[config.mk]
export PLATFORM = sky130hd
export DESIGN_NAME = piecewise_linear_distribution_mapper
export DESIGN_NICKNAME = d
export VERILOG_FILES = /design/src/sv/plda_pkg.sv /design/src/sv/piecewise_linear_distribution_mapper.sv /design/src/sv/plda_tab.sv /design/src/sv/plda_mul.sv /design/src/sv/plda_div.sv
export SDC_FILE = /design/constraint.sdc
export NUM_CORES = 2
export LEC_CHECK = 0
export ABC_CLOCK_PERIOD_IN_PS = 7000
export BUFFER_PORTS_ARGS = -buffer_cell sky130_fd_sc_hd__buf_4
export CORE_MARGIN = 2
export CORE_UTILIZATION = 50
export CTS_CLUSTER_DIAMETER = 50
export DETAILED_ROUTE_END_ITERATION = 16
export MAX_ROUTING_LAYER = met4
export PLACE_DENSITY = 0.76
export SLEW_MARGIN = 5
export SYNTH_ARGS = -nofsm -noshare
export SYNTH_HDL_FRONTEND = slang
export SYNTH_SLANG_ARGS = --single-unit
[constraint.sdc]
create_clock -name i_clk -period 7 [get_ports i_clk]
set_input_delay 1.05 -clock i_clk [delete_from_list [all_inputs] [get_ports i_clk]]
set_output_delay 1.05 -clock i_clk [all_outputs]
set_load 0.1 [all_outputs]
[src/sv/plda_pkg.sv]
// ----------------------------------------------------------------------------
// plda_pkg
// Shared types and constants of the piecewise-linear distribution mapper.
// ----------------------------------------------------------------------------
package plda_pkg;

    localparam int VAL_W     = 12;
    localparam int CUM_W     = 28;
    localparam int PROB_W    = 16;
    localparam int STAT_W    = 3;
    localparam int FUNC_W    = 2;
    localparam int COUNT_O_W = 6;

    // Multiplier operand and product widths.
    localparam int MUL_A_W = CUM_W;
    localparam int MUL_B_W = VAL_W + 1;
    localparam int MUL_P_W = MUL_A_W + MUL_B_W;

    // Divider: dividend is offset times value span, divisor is a cumulative span.
    localparam int DIV_W     = CUM_W + VAL_W;
    localparam int DIV_CNT_W = $clog2(DIV_W);

    localparam logic [VAL_W-1:0] VAL_MAX = {VAL_W{1'b1}};
    localparam logic [CUM_W-1:0] SUM_MAX = {CUM_W{1'b1}};

    localparam logic [FUNC_W-1:0] FN_CLEAR  = 2'd0;
    localparam logic [FUNC_W-1:0] FN_APPEND = 2'd1;
    localparam logic [FUNC_W-1:0] FN_CLOSE  = 2'd2;
    localparam logic [FUNC_W-1:0] FN_MAP    = 2'd3;

    localparam logic [STAT_W-1:0] ST_OK    = 3'd0;
    localparam logic [STAT_W-1:0] ST_DUP   = 3'd1;
    localparam logic [STAT_W-1:0] ST_ORDER = 3'd2;
    localparam logic [STAT_W-1:0] ST_FULL  = 3'd3;
    localparam logic [STAT_W-1:0] ST_RANGE = 3'd4;

    typedef struct packed {
        logic [VAL_W-1:0] val;
        logic [CUM_W-1:0] cum;
    } t_entry;

endpackage

[src/sv/piecewise_linear_distribution_mapper.sv]
// ----------------------------------------------------------------------------
// piecewise_linear_distribution_mapper
// Builds a piecewise-linear cumulative table and maps uniform numbers onto it.
// ----------------------------------------------------------------------------
// The block takes one operation per input transfer and returns exactly one
// result transfer for it. It works on one operation at a time and holds
// o_stall high from acceptance until the result has been written to the
// output register; a finished result may wait there while the next
// operation is accepted. Clear and close go from the execute state to
// the finish state; a valid append adds a multiply and a sum state. A
// map runs a binary search whose steps each take a search and a compare
// state because the table read is registered, reads both bracket
// entries, multiplies, and forms the interpolation quotient in the
// serial divider one bit per cycle, 40 bits in all. One multiplier is
// shared by the trapezoid area of an append and the interpolation
// product of a map. The table memory has no reset; entries beyond the
// fill count are never used. The max_value register sits at APB byte
// address 0 and may only be written while the block is idle.
// ----------------------------------------------------------------------------
module piecewise_linear_distribution_mapper import plda_pkg::*; #(
    parameter int MAX_POINTS = 32
) (
    input  logic                 i_clk,
    input  logic                 i_rst_n,

    // Operation input channel.
    input  logic                 i_valid,
    output logic                 o_stall,
    input  logic [FUNC_W-1:0]    i_func,
    input  logic [VAL_W-1:0]     i_point_value,
    input  logic [PROB_W-1:0]    i_point_prob,
    input  logic [CUM_W-1:0]     i_uniform_in,

    // Result output channel.
    output logic                 o_valid,
    input  logic                 i_stall,
    output logic [VAL_W-1:0]     o_mapped_value,
    output logic [CUM_W-1:0]     o_total_sum,
    output logic [COUNT_O_W-1:0] o_entry_count,
    output logic [STAT_W-1:0]    o_status,

    // Configuration port.
    input  logic                 psel,
    input  logic                 penable,
    input  logic                 pwrite,
    input  logic [1:0]           paddr,
    input  logic [31:0]          pwdata,
    output logic [31:0]          prdata,
    output logic                 pready
);

    localparam int DEPTH = MAX_POINTS + 2;
    localparam int AW    = $clog2(DEPTH);
    localparam int CW    = $clog2(DEPTH + 1);

    localparam logic [1:0] ADDR_MAX_VALUE = 2'd0;

    // Sequencer states.
    localparam logic [3:0] S_IDLE    = 4'd0;
    localparam logic [3:0] S_EXEC    = 4'd1;
    localparam logic [3:0] S_ADD_MUL = 4'd2;
    localparam logic [3:0] S_ADD_SUM = 4'd3;
    localparam logic [3:0] S_SRCH    = 4'd4;
    localparam logic [3:0] S_CMP     = 4'd5;
    localparam logic [3:0] S_RLO     = 4'd6;
    localparam logic [3:0] S_RHI     = 4'd7;
    localparam logic [3:0] S_PREP    = 4'd8;
    localparam logic [3:0] S_MUL     = 4'd9;
    localparam logic [3:0] S_DIVST   = 4'd10;
    localparam logic [3:0] S_DIV     = 4'd11;
    localparam logic [3:0] S_FIN     = 4'd12;

    // Control state.
    logic [3:0]              r_state, n_state;
    logic [CW-1:0]           r_count, n_count;
    logic [CUM_W-1:0]        r_sum, n_sum;
    logic signed [VAL_W:0]   r_prev_value, n_prev_value;
    logic [PROB_W-1:0]       r_prev_prob, n_prev_prob;
    logic [VAL_W-1:0]        r_max;
    logic                    r_out_valid, n_out_valid;

    // Captured operation.
    logic [FUNC_W-1:0]       r_func;
    logic [VAL_W-1:0]        r_pv;
    logic [PROB_W-1:0]       r_pp;
    logic [CUM_W-1:0]        r_u;

    // Working registers.
    logic [AW-1:0]           r_lo, n_lo;
    logic [AW-1:0]           r_hi, n_hi;
    logic [AW-1:0]           r_mid, n_mid;
    logic [VAL_W-1:0]        r_lo_val, n_lo_val;
    logic [CUM_W-1:0]        r_lo_cum, n_lo_cum;
    logic [MUL_A_W-1:0]      r_op_a, n_op_a;
    logic [MUL_B_W-1:0]      r_op_b, n_op_b;
    logic [CUM_W-1:0]        r_pd, n_pd;
    logic [VAL_W-1:0]        r_mapped, n_mapped;
    logic [STAT_W-1:0]       r_status, n_status;

    // Output register.
    logic [VAL_W-1:0]        r_o_mapped;
    logic [CUM_W-1:0]        r_o_sum;
    logic [COUNT_O_W-1:0]    r_o_count;
    logic [STAT_W-1:0]       r_o_status;
    logic                    out_load;

    // Table, multiplier and divider connections.
    logic                    tab_we;
    logic [AW-1:0]           tab_waddr;
    t_entry                  tab_wdata;
    logic [AW-1:0]           tab_raddr;
    t_entry                  tab_rdata;
    logic [MUL_P_W-1:0]      mul_prod;
    logic                    div_start;
    logic                    div_done;
    logic [DIV_W-1:0]        div_quo;

    // Helper signals.
    logic                    in_accept;
    logic                    cfg_write;
    logic signed [VAL_W:0]   pv_s;
    logic signed [VAL_W:0]   max_s;
    logic                    need_two;
    logic [CW:0]             count_need;
    logic signed [VAL_W:0]   base_value;
    logic [AW:0]             span;
    logic [AW:0]             mid_sum;
    logic [CW-1:0]           count_m1;
    logic [CUM_W:0]          sum_ext;
    logic [PROB_W:0]         prob_sum;
    logic [VAL_W:0]          map_sum;

    plda_tab #(
        .DEPTH (DEPTH),
        .AW    (AW)
    ) u_tab (
        .i_clk   (i_clk),
        .i_we    (tab_we),
        .i_waddr (tab_waddr),
        .i_wdata (tab_wdata),
        .i_raddr (tab_raddr),
        .o_rdata (tab_rdata)
    );

    plda_mul u_mul (
        .i_clk  (i_clk),
        .i_a    (r_op_a),
        .i_b    (r_op_b),
        .o_prod (mul_prod)
    );

    plda_div u_div (
        .i_clk      (i_clk),
        .i_rst_n    (i_rst_n),
        .i_start    (div_start),
        .i_dividend (mul_prod[DIV_W-1:0]),
        .i_divisor  (r_pd),
        .o_done     (div_done),
        .o_quotient (div_quo)
    );

    // Configuration: a single read/write register, no wait states.
    assign pready    = 1'b1;
    assign cfg_write = psel && penable && pwrite && (paddr == ADDR_MAX_VALUE);
    assign prdata    = (paddr == ADDR_MAX_VALUE) ? {{(32 - VAL_W){1'b0}}, r_max} : '0;

    assign o_stall   = (r_state != S_IDLE);
    assign in_accept = i_valid && !o_stall;

    assign pv_s       = $signed({1'b0, r_pv});
    assign max_s      = $signed({1'b0, r_max});
    assign need_two   = (r_count == '0) && (r_pv != '0);
    assign count_need = {1'b0, r_count} + (need_two ? (CW + 1)'(2) : (CW + 1)'(1));
    // When a (0,0) entry is inserted first, the segment starts at zero.
    assign base_value = need_two ? '0 : r_prev_value;
    assign span       = {1'b0, r_hi} - {1'b0, r_lo};
    assign mid_sum    = {1'b0, r_lo} + {1'b0, r_hi};
    assign count_m1   = r_count - 1'b1;
    assign sum_ext    = {1'b0, r_sum} + (CUM_W + 1)'(mul_prod[MUL_P_W-1:1]);
    assign prob_sum   = {1'b0, r_prev_prob} + {1'b0, r_pp};
    assign map_sum    = {1'b0, r_lo_val} + {1'b0, div_quo[VAL_W-1:0]};

    always_comb begin
        n_state      = r_state;
        n_count      = r_count;
        n_sum        = r_sum;
        n_prev_value = r_prev_value;
        n_prev_prob  = r_prev_prob;
        n_lo         = r_lo;
        n_hi         = r_hi;
        n_mid        = r_mid;
        n_lo_val     = r_lo_val;
        n_lo_cum     = r_lo_cum;
        n_op_a       = r_op_a;
        n_op_b       = r_op_b;
        n_pd         = r_pd;
        n_mapped     = r_mapped;
        n_status     = r_status;
        n_out_valid  = r_out_valid;
        tab_we       = 1'b0;
        tab_waddr    = r_count[AW-1:0];
        tab_wdata    = '0;
        tab_raddr    = r_lo;
        div_start    = 1'b0;
        out_load     = 1'b0;

        // The pending result leaves on its output transfer.
        if (r_out_valid && !i_stall) begin
            n_out_valid = 1'b0;
        end

        case (r_state)
            S_IDLE: begin
                if (in_accept) begin
                    n_state = S_EXEC;
                end
            end

            S_EXEC: begin
                n_mapped = '0;
                n_status = ST_OK;
                n_state  = S_FIN;
                case (r_func)
                    FN_CLEAR: begin
                        n_count      = '0;
                        n_sum        = '0;
                        n_prev_value = '1;
                        n_prev_prob  = '0;
                    end
                    FN_APPEND: begin
                        if (pv_s == r_prev_value) begin
                            n_status = ST_DUP;
                        end else if (pv_s < r_prev_value) begin
                            n_status = ST_ORDER;
                        end else if (count_need > (CW + 1)'(DEPTH - 1)) begin
                            n_status = ST_FULL;
                        end else begin
                            if (need_two) begin
                                // Anchor the curve at value zero.
                                tab_we       = 1'b1;
                                tab_wdata    = '0;
                                n_count      = r_count + 1'b1;
                                n_prev_value = '0;
                            end
                            n_op_a  = MUL_A_W'(prob_sum);
                            n_op_b  = MUL_B_W'(pv_s - base_value);
                            n_state = S_ADD_MUL;
                        end
                    end
                    FN_CLOSE: begin
                        if (max_s == r_prev_value) begin
                            n_status = ST_OK;
                        end else if (max_s < r_prev_value) begin
                            n_status = ST_ORDER;
                        end else if (r_count >= CW'(DEPTH)) begin
                            n_status = ST_FULL;
                        end else begin
                            tab_we        = 1'b1;
                            tab_wdata.val = r_max;
                            tab_wdata.cum = r_sum;
                            n_count       = r_count + 1'b1;
                            n_prev_value  = max_s;
                            n_prev_prob   = '0;
                        end
                    end
                    FN_MAP: begin
                        if ((r_u >= r_sum) || (r_count == '0)) begin
                            n_status = ST_RANGE;
                        end else begin
                            n_lo    = '0;
                            n_hi    = count_m1[AW-1:0];
                            n_state = S_SRCH;
                        end
                    end
                    default: begin
                        n_status = ST_OK;
                    end
                endcase
            end

            S_ADD_MUL: begin
                // The multiplier registers the unhalved area this cycle.
                n_state = S_ADD_SUM;
            end

            S_ADD_SUM: begin
                n_sum         = sum_ext[CUM_W] ? SUM_MAX : sum_ext[CUM_W-1:0];
                tab_we        = 1'b1;
                tab_wdata.val = r_pv;
                tab_wdata.cum = n_sum;
                n_count       = r_count + 1'b1;
                n_prev_prob   = r_pp;
                n_prev_value  = pv_s;
                n_state       = S_FIN;
            end

            S_SRCH: begin
                if (span > (AW + 1)'(1)) begin
                    n_mid     = mid_sum[AW:1];
                    tab_raddr = mid_sum[AW:1];
                    n_state   = S_CMP;
                end else begin
                    tab_raddr = r_lo;
                    n_state   = S_RLO;
                end
            end

            S_CMP: begin
                if (tab_rdata.cum < r_u) begin
                    n_lo = r_mid;
                end else begin
                    n_hi = r_mid;
                end
                n_state = S_SRCH;
            end

            S_RLO: begin
                // The lower bracket entry is on the read port; fetch the upper one.
                n_lo_val  = tab_rdata.val;
                n_lo_cum  = tab_rdata.cum;
                tab_raddr = r_hi;
                n_state   = S_RHI;
            end

            S_RHI: begin
                // Keep the upper bracket entry on the read port for the next cycle.
                tab_raddr = r_hi;
                n_state   = S_PREP;
            end

            S_PREP: begin
                // A flat cumulative span divides by one.
                if (tab_rdata.cum > r_lo_cum) begin
                    n_pd = tab_rdata.cum - r_lo_cum;
                end else begin
                    n_pd = CUM_W'(1);
                end
                if (tab_rdata.val > r_lo_val) begin
                    n_op_b = {1'b0, tab_rdata.val - r_lo_val};
                end else begin
                    n_op_b = '0;
                end
                if (r_u > r_lo_cum) begin
                    n_op_a = r_u - r_lo_cum;
                end else begin
                    n_op_a = '0;
                end
                n_state = S_MUL;
            end

            S_MUL: begin
                n_state = S_DIVST;
            end

            S_DIVST: begin
                div_start = 1'b1;
                n_state   = S_DIV;
            end

            S_DIV: begin
                if (div_done) begin
                    if ((div_quo[DIV_W-1:VAL_W] != '0) || map_sum[VAL_W]) begin
                        n_mapped = VAL_MAX;
                    end else begin
                        n_mapped = map_sum[VAL_W-1:0];
                    end
                    n_state = S_FIN;
                end
            end

            S_FIN: begin
                if (!r_out_valid || !i_stall) begin
                    out_load    = 1'b1;
                    n_out_valid = 1'b1;
                    n_state     = S_IDLE;
                end
            end

            default: begin
                n_state = S_IDLE;
            end
        endcase
    end

    always_ff @(posedge i_clk) begin
        if (!i_rst_n) begin
            r_state      <= S_IDLE;
            r_count      <= '0;
            r_sum        <= '0;
            r_prev_value <= '1;
            r_prev_prob  <= '0;
            r_max        <= VAL_MAX;
            r_out_valid  <= 1'b0;
        end else begin
            r_state      <= n_state;
            r_count      <= n_count;
            r_sum        <= n_sum;
            r_prev_value <= n_prev_value;
            r_prev_prob  <= n_prev_prob;
            r_out_valid  <= n_out_valid;
            if (cfg_write) begin
                r_max <= pwdata[VAL_W-1:0];
            end
        end
    end

    always_ff @(posedge i_clk) begin
        if (in_accept) begin
            r_func <= i_func;
            r_pv   <= i_point_value;
            r_pp   <= i_point_prob;
            r_u    <= i_uniform_in;
        end
        r_lo     <= n_lo;
        r_hi     <= n_hi;
        r_mid    <= n_mid;
        r_lo_val <= n_lo_val;
        r_lo_cum <= n_lo_cum;
        r_op_a   <= n_op_a;
        r_op_b   <= n_op_b;
        r_pd     <= n_pd;
        r_mapped <= n_mapped;
        r_status <= n_status;
        if (out_load) begin
            r_o_mapped <= r_mapped;
            r_o_sum    <= r_sum;
            r_o_count  <= COUNT_O_W'(r_count);
            r_o_status <= r_status;
        end
    end

    assign o_valid        = r_out_valid;
    assign o_mapped_value = r_o_mapped;
    assign o_total_sum    = r_o_sum;
    assign o_entry_count  = r_o_count;
    assign o_status       = r_o_status;

endmodule

[src/sv/plda_tab.sv]
// ----------------------------------------------------------------------------
// plda_tab
// Curve table memory: one write port, one registered read port.
// ----------------------------------------------------------------------------
module plda_tab import plda_pkg::*; #(
    parameter int DEPTH = 34,
    parameter int AW    = 6
) (
    input  logic          i_clk,
    input  logic          i_we,
    input  logic [AW-1:0] i_waddr,
    input  t_entry        i_wdata,
    input  logic [AW-1:0] i_raddr,
    output t_entry        o_rdata
);

    t_entry r_mem [DEPTH];
    t_entry r_rdata;

    always_ff @(posedge i_clk) begin
        if (i_we) begin
            r_mem[i_waddr] <= i_wdata;
        end
        r_rdata <= r_mem[i_raddr];
    end

    assign o_rdata = r_rdata;

endmodule

[src/sv/plda_mul.sv]
// ----------------------------------------------------------------------------
// plda_mul
// Shared registered multiplier for trapezoid areas and interpolation products.
// ----------------------------------------------------------------------------
module plda_mul import plda_pkg::*; (
    input  logic               i_clk,
    input  logic [MUL_A_W-1:0] i_a,
    input  logic [MUL_B_W-1:0] i_b,
    output logic [MUL_P_W-1:0] o_prod
);

    logic [MUL_P_W-1:0] r_prod;

    always_ff @(posedge i_clk) begin
        r_prod <= MUL_P_W'(i_a) * MUL_P_W'(i_b);
    end

    assign o_prod = r_prod;

endmodule

[src/sv/plda_div.sv]
// ----------------------------------------------------------------------------
// plda_div
// Restoring divider, one quotient bit per cycle.
// ----------------------------------------------------------------------------
module plda_div import plda_pkg::*; (
    input  logic             i_clk,
    input  logic             i_rst_n,
    input  logic             i_start,
    input  logic [DIV_W-1:0] i_dividend,
    input  logic [CUM_W-1:0] i_divisor,
    output logic             o_done,
    output logic [DIV_W-1:0] o_quotient
);

    logic                 r_run;
    logic                 r_done;
    logic [DIV_CNT_W-1:0] r_cnt;
    logic [DIV_W-1:0]     r_quo;
    logic [CUM_W-1:0]     r_rem;
    logic [CUM_W-1:0]     r_dsr;

    logic [CUM_W:0] trial;
    logic [CUM_W:0] diff;
    logic           ge;

    assign trial = {r_rem, r_quo[DIV_W-1]};
    assign diff  = trial - {1'b0, r_dsr};
    assign ge    = (trial >= {1'b0, r_dsr});

    always_ff @(posedge i_clk) begin
        if (!i_rst_n) begin
            r_run  <= 1'b0;
            r_done <= 1'b0;
            r_cnt  <= '0;
        end else begin
            r_done <= 1'b0;
            if (i_start) begin
                r_run <= 1'b1;
                r_cnt <= '0;
            end else if (r_run) begin
                r_cnt <= r_cnt + 1'b1;
                if (r_cnt == DIV_CNT_W'(DIV_W - 1)) begin
                    r_run  <= 1'b0;
                    r_done <= 1'b1;
                end
            end
        end
    end

    // The dividend shifts out of the top of the quotient register while
    // quotient bits shift in at the bottom.
    always_ff @(posedge i_clk) begin
        if (i_start) begin
            r_quo <= i_dividend;
            r_rem <= '0;
            r_dsr <= i_divisor;
        end else if (r_run) begin
            r_quo <= {r_quo[DIV_W-2:0], ge};
            r_rem <= ge ? diff[CUM_W-1:0] : trial[CUM_W-1:0];
        end
    end

    assign o_done     = r_done;
    assign o_quotient = r_quo;

endmodule
==> metrics.yaml <==
status:
  status: "complete, no violations"
synth:
  synth_top_family_by_area: "simple AND/OR/NAND/NOR gates"
  synth-xor-area-share: 0.0163
  ys_ff_latch: 1873
  synth_area_per_cell_um2: 11.1
  synthesis.area_um2: 92900
  synthMuxAreaShare: 0.00151
  synthArstFlopShare: 0
  yosysUniqueCellTypes: 81
  ys.warnings.count: 0
  synthAdderAreaFrac: 0.111
  yosysSeqAreaShare: 0.584
  netlist_top_cells_area: "edfxtp_1, nand2_1, fa_1"
  synth-edff-count: 1677
  netlist.area_leader.share: 0.542
  synthFlopType: "edfxtp_1"
  syn_inst: 8361
  synth_compound_area_frac: 0.0829
  synth_largest_area_cell: "edfxtp_1"
  yosys.area_share.simple: 0.161
worst_setup_path:
  worst-r2r-cell-count: 21
  rrSetupSlack_ps: 390
  rr_endpoint: "u_mul.o_prod[37]$_DFF_P_"
  cp-start-kind: "flop"
  critical_path_required_ps: 7750
  critPathMaxFanout: 28
  worst-setup-path-type: "flop to flop"
  cp.arrival_ps: 7360
  cp-end-kind: "flop"
  r2r_start: "r_op_b[10]$_DFFE_PP_"
drt:
  totalWireLength_um: 261000
  wl_per_cell_um: 23.6
  drt_iter0_drc: 8682
  dr.pass1.iters: 6
  vias: 65500
  drc_errors: 0
  routed_via_density: 5.92
  ant_nets: 0
timing:
  tns_ps: 0
  period_needed_ps: 6610
  rsz0062_at_grt: "false"
  finalSetupViolCount: 0
  worst_slew_pin_slew_ps: 1400
  skew_ps: 32.2
  timing.final.crit_share: 0.944
  timing.fmax_ghz: 0.151
  slew_viol_final: 0
  finalHoldViolCount: 0
  relSlewSlack: 0.0676
floorplan:
  die_h_um: 435
  rows: 158
  core-area_um2: 185000
  ioPinCount: 183
  dieArea_um2: 189000
  die_w_um: 435
  initial_core_util: 0.502
global_routing:
  grt_pass1_wl_um: 389000
  antenna_found_initial: 11
  grt_pass1_vias: 63900
  track_usage: 0.279
  grt_remaining_overflow: 0
  grt_max_degree: 176
hold_path:
  holdPathEnd: "r_u[18]$_DFFE_PP_"
  holdCritPathClass: "input pin to flop"
  hp-start: "i_uniform_in[18]"
  holdPathStages: 1
final_layout:
  multi_input_area_um2: 35100
  layout_common_cells: "nand2_1, edfxtp_1, nand3_1"
  drive_gt1_frac: 0.0761
  n_fill_cell: 14900
  seqCellArea_um2: 54300
  layout_commonest_cell: "nand2_1"
  final_nets: 9163
  area_growth_pct: 11.4
clock_network:
  cts_hold_buf: 0
  cts_setup_buffers: 0
  cts_resized: 0
  htreeDepth: 4
  cts_root_buf: "clkbuf_16"
  clock_latency_ps: 860
  cts_buffers: 192
  clock_sinks: 1873
  path_clk_slew_ps: 70
  cts_tree: "done"
  clockBufferDepth: 3
placement:
  dp.final_hpwl_um: 166000
  routabilityCongestion: 0.955
  io_buffers: 141
job:
  max_cap_violations: 0
stage by stage:
stage	setup WS, ps	util	instance area (um2)	hold WS, ps	instances
floorplan	291	-	92900	400	8380
finish	390	0.559	103000	388	11100
detailed placement	489	0.526	97300	405	10700
global route	11.2	0.559	103000	355	11100
global placement	473	0.526	97300	402	10700
CTS	428	0.559	103000	337	11100
worst max-delay path: stages (launching register included):
cell,delay (ps)
edfxtp_1,1030
nand2_1,190
fa_1,540
fa_1,490
inv_1,60
fa_1,450
fa_1,490
inv_1,50
fa_1,500
inv_1,60
ha_1,320
and3_1,250
a221oi_1,280
o21ai_0,140
a221oi_1,300
buf_4,190
o22ai_1,160
o221ai_1,350
o311a_1,230
nand2b_1,70
a21oi_1,190
xnor2_1,150
final cells by class:
type / instances / area share
Antenna cell: 4 / 0.0000967
Clock buffer: 241 / 0.0495
Clock inverter: 111 / 0.0101
Inverter: 575 / 0.0209
Multi-Input combinational cell: 5483 / 0.339
Sequential cell: 1873 / 0.525
Tap cell: 2480 / 0.0300
Timing Repair Buffer: 293 / 0.0257
registers in the layout, indices dropped and copies added, names as in the netlist, 13 cells and up:
register          count
u_mul.o_prod         40
u_div.r_dsr          28
r_sum                28
r_u                  28
r_pp                 16
r_prev_value         13
r_op_a               28
u_div.r_rem          28
o_total_sum          28
u_tab.r_mem        1360
r_pd                 28
u_tab.o_rdata        40
r_prev_prob          16
u_div.o_quotient     40
r_op_b               13
r_lo_cum             28
cell families (layout without fill, tap and decap cells):
kind of cell    after synthesis  after routing
xor+xnor                    173            173
compound gates             1245           1245
simple gates               3384           3384
fa+ha+maj                   646            646
other cells                   2             25
buf+inv                    1024           1220
flops                      1873           1873
mux                          14             14
worst max path at each step:
| stage | start | to | slack, ps | depth (start not counted) |
|---|---|---|---|---|
| after floorplan | r_count[0]$_SDFFE_PN0P_ | u_tab.r_mem[26][0]$_DFFE_PP_ | 290 | 17 |
| after global placement | r_op_b[7]$_DFFE_PP_ | u_mul.o_prod[39]$_DFF_P_ | 470 | 21 |
| after detailed placement | r_op_b[2]$_DFFE_PP_ | u_mul.o_prod[38]$_DFF_P_ | 490 | 20 |
| after CTS | r_op_b[10]$_DFFE_PP_ | u_mul.o_prod[37]$_DFF_P_ | 430 | 21 |
| after global routing | r_op_b[2]$_DFFE_PP_ | u_mul.o_prod[39]$_DFF_P_ | 10 | 21 |
| final | r_op_b[10]$_DFFE_PP_ | u_mul.o_prod[37]$_DFF_P_ | 390 | 21 |
synthesized netlist by cell type (14+ instances only):
library cell	n
nand2_1	1921
edfxtp_1	1677
nand3_1	701
a21oi_1	582
inv_1	575
clkbuf_1	353
ha_1	351
fa_1	295
nor2_1	213
and2_1	196
dfxtp_1	196
o21ai_0	162
xnor2_1	104
a21o_1	103
nor4_1	93
xor2_1	69
nor3_1	58
o21a_1	47
nor2b_1	43
buf_1	41
a31o_1	40
nand4_1	39
a22o_1	36
buf_2	34
nand2b_1	33
and3_1	32
o21bai_1	31
o211ai_1	28
o22ai_1	27
a31oi_1	26
a211oi_1	22
buf_4	21
mux2i_1	14
layer usage:
layer  global-route usage  part of all wire  vias to the layer above  wire [um]
met1                0.345              0.37                    32000      97900
met4                0.137             0.054                        0      14200
met3               0.0430             0.090                      752      23600
met2                0.448              0.48                     3482     125000
li1                     -                 -                    29300          -
met5                    -                 0                        -          0
Power is left out: the tool's default activity adds up to more than one toggle a clock period on the data nets, which glitch-free logic cannot reach.
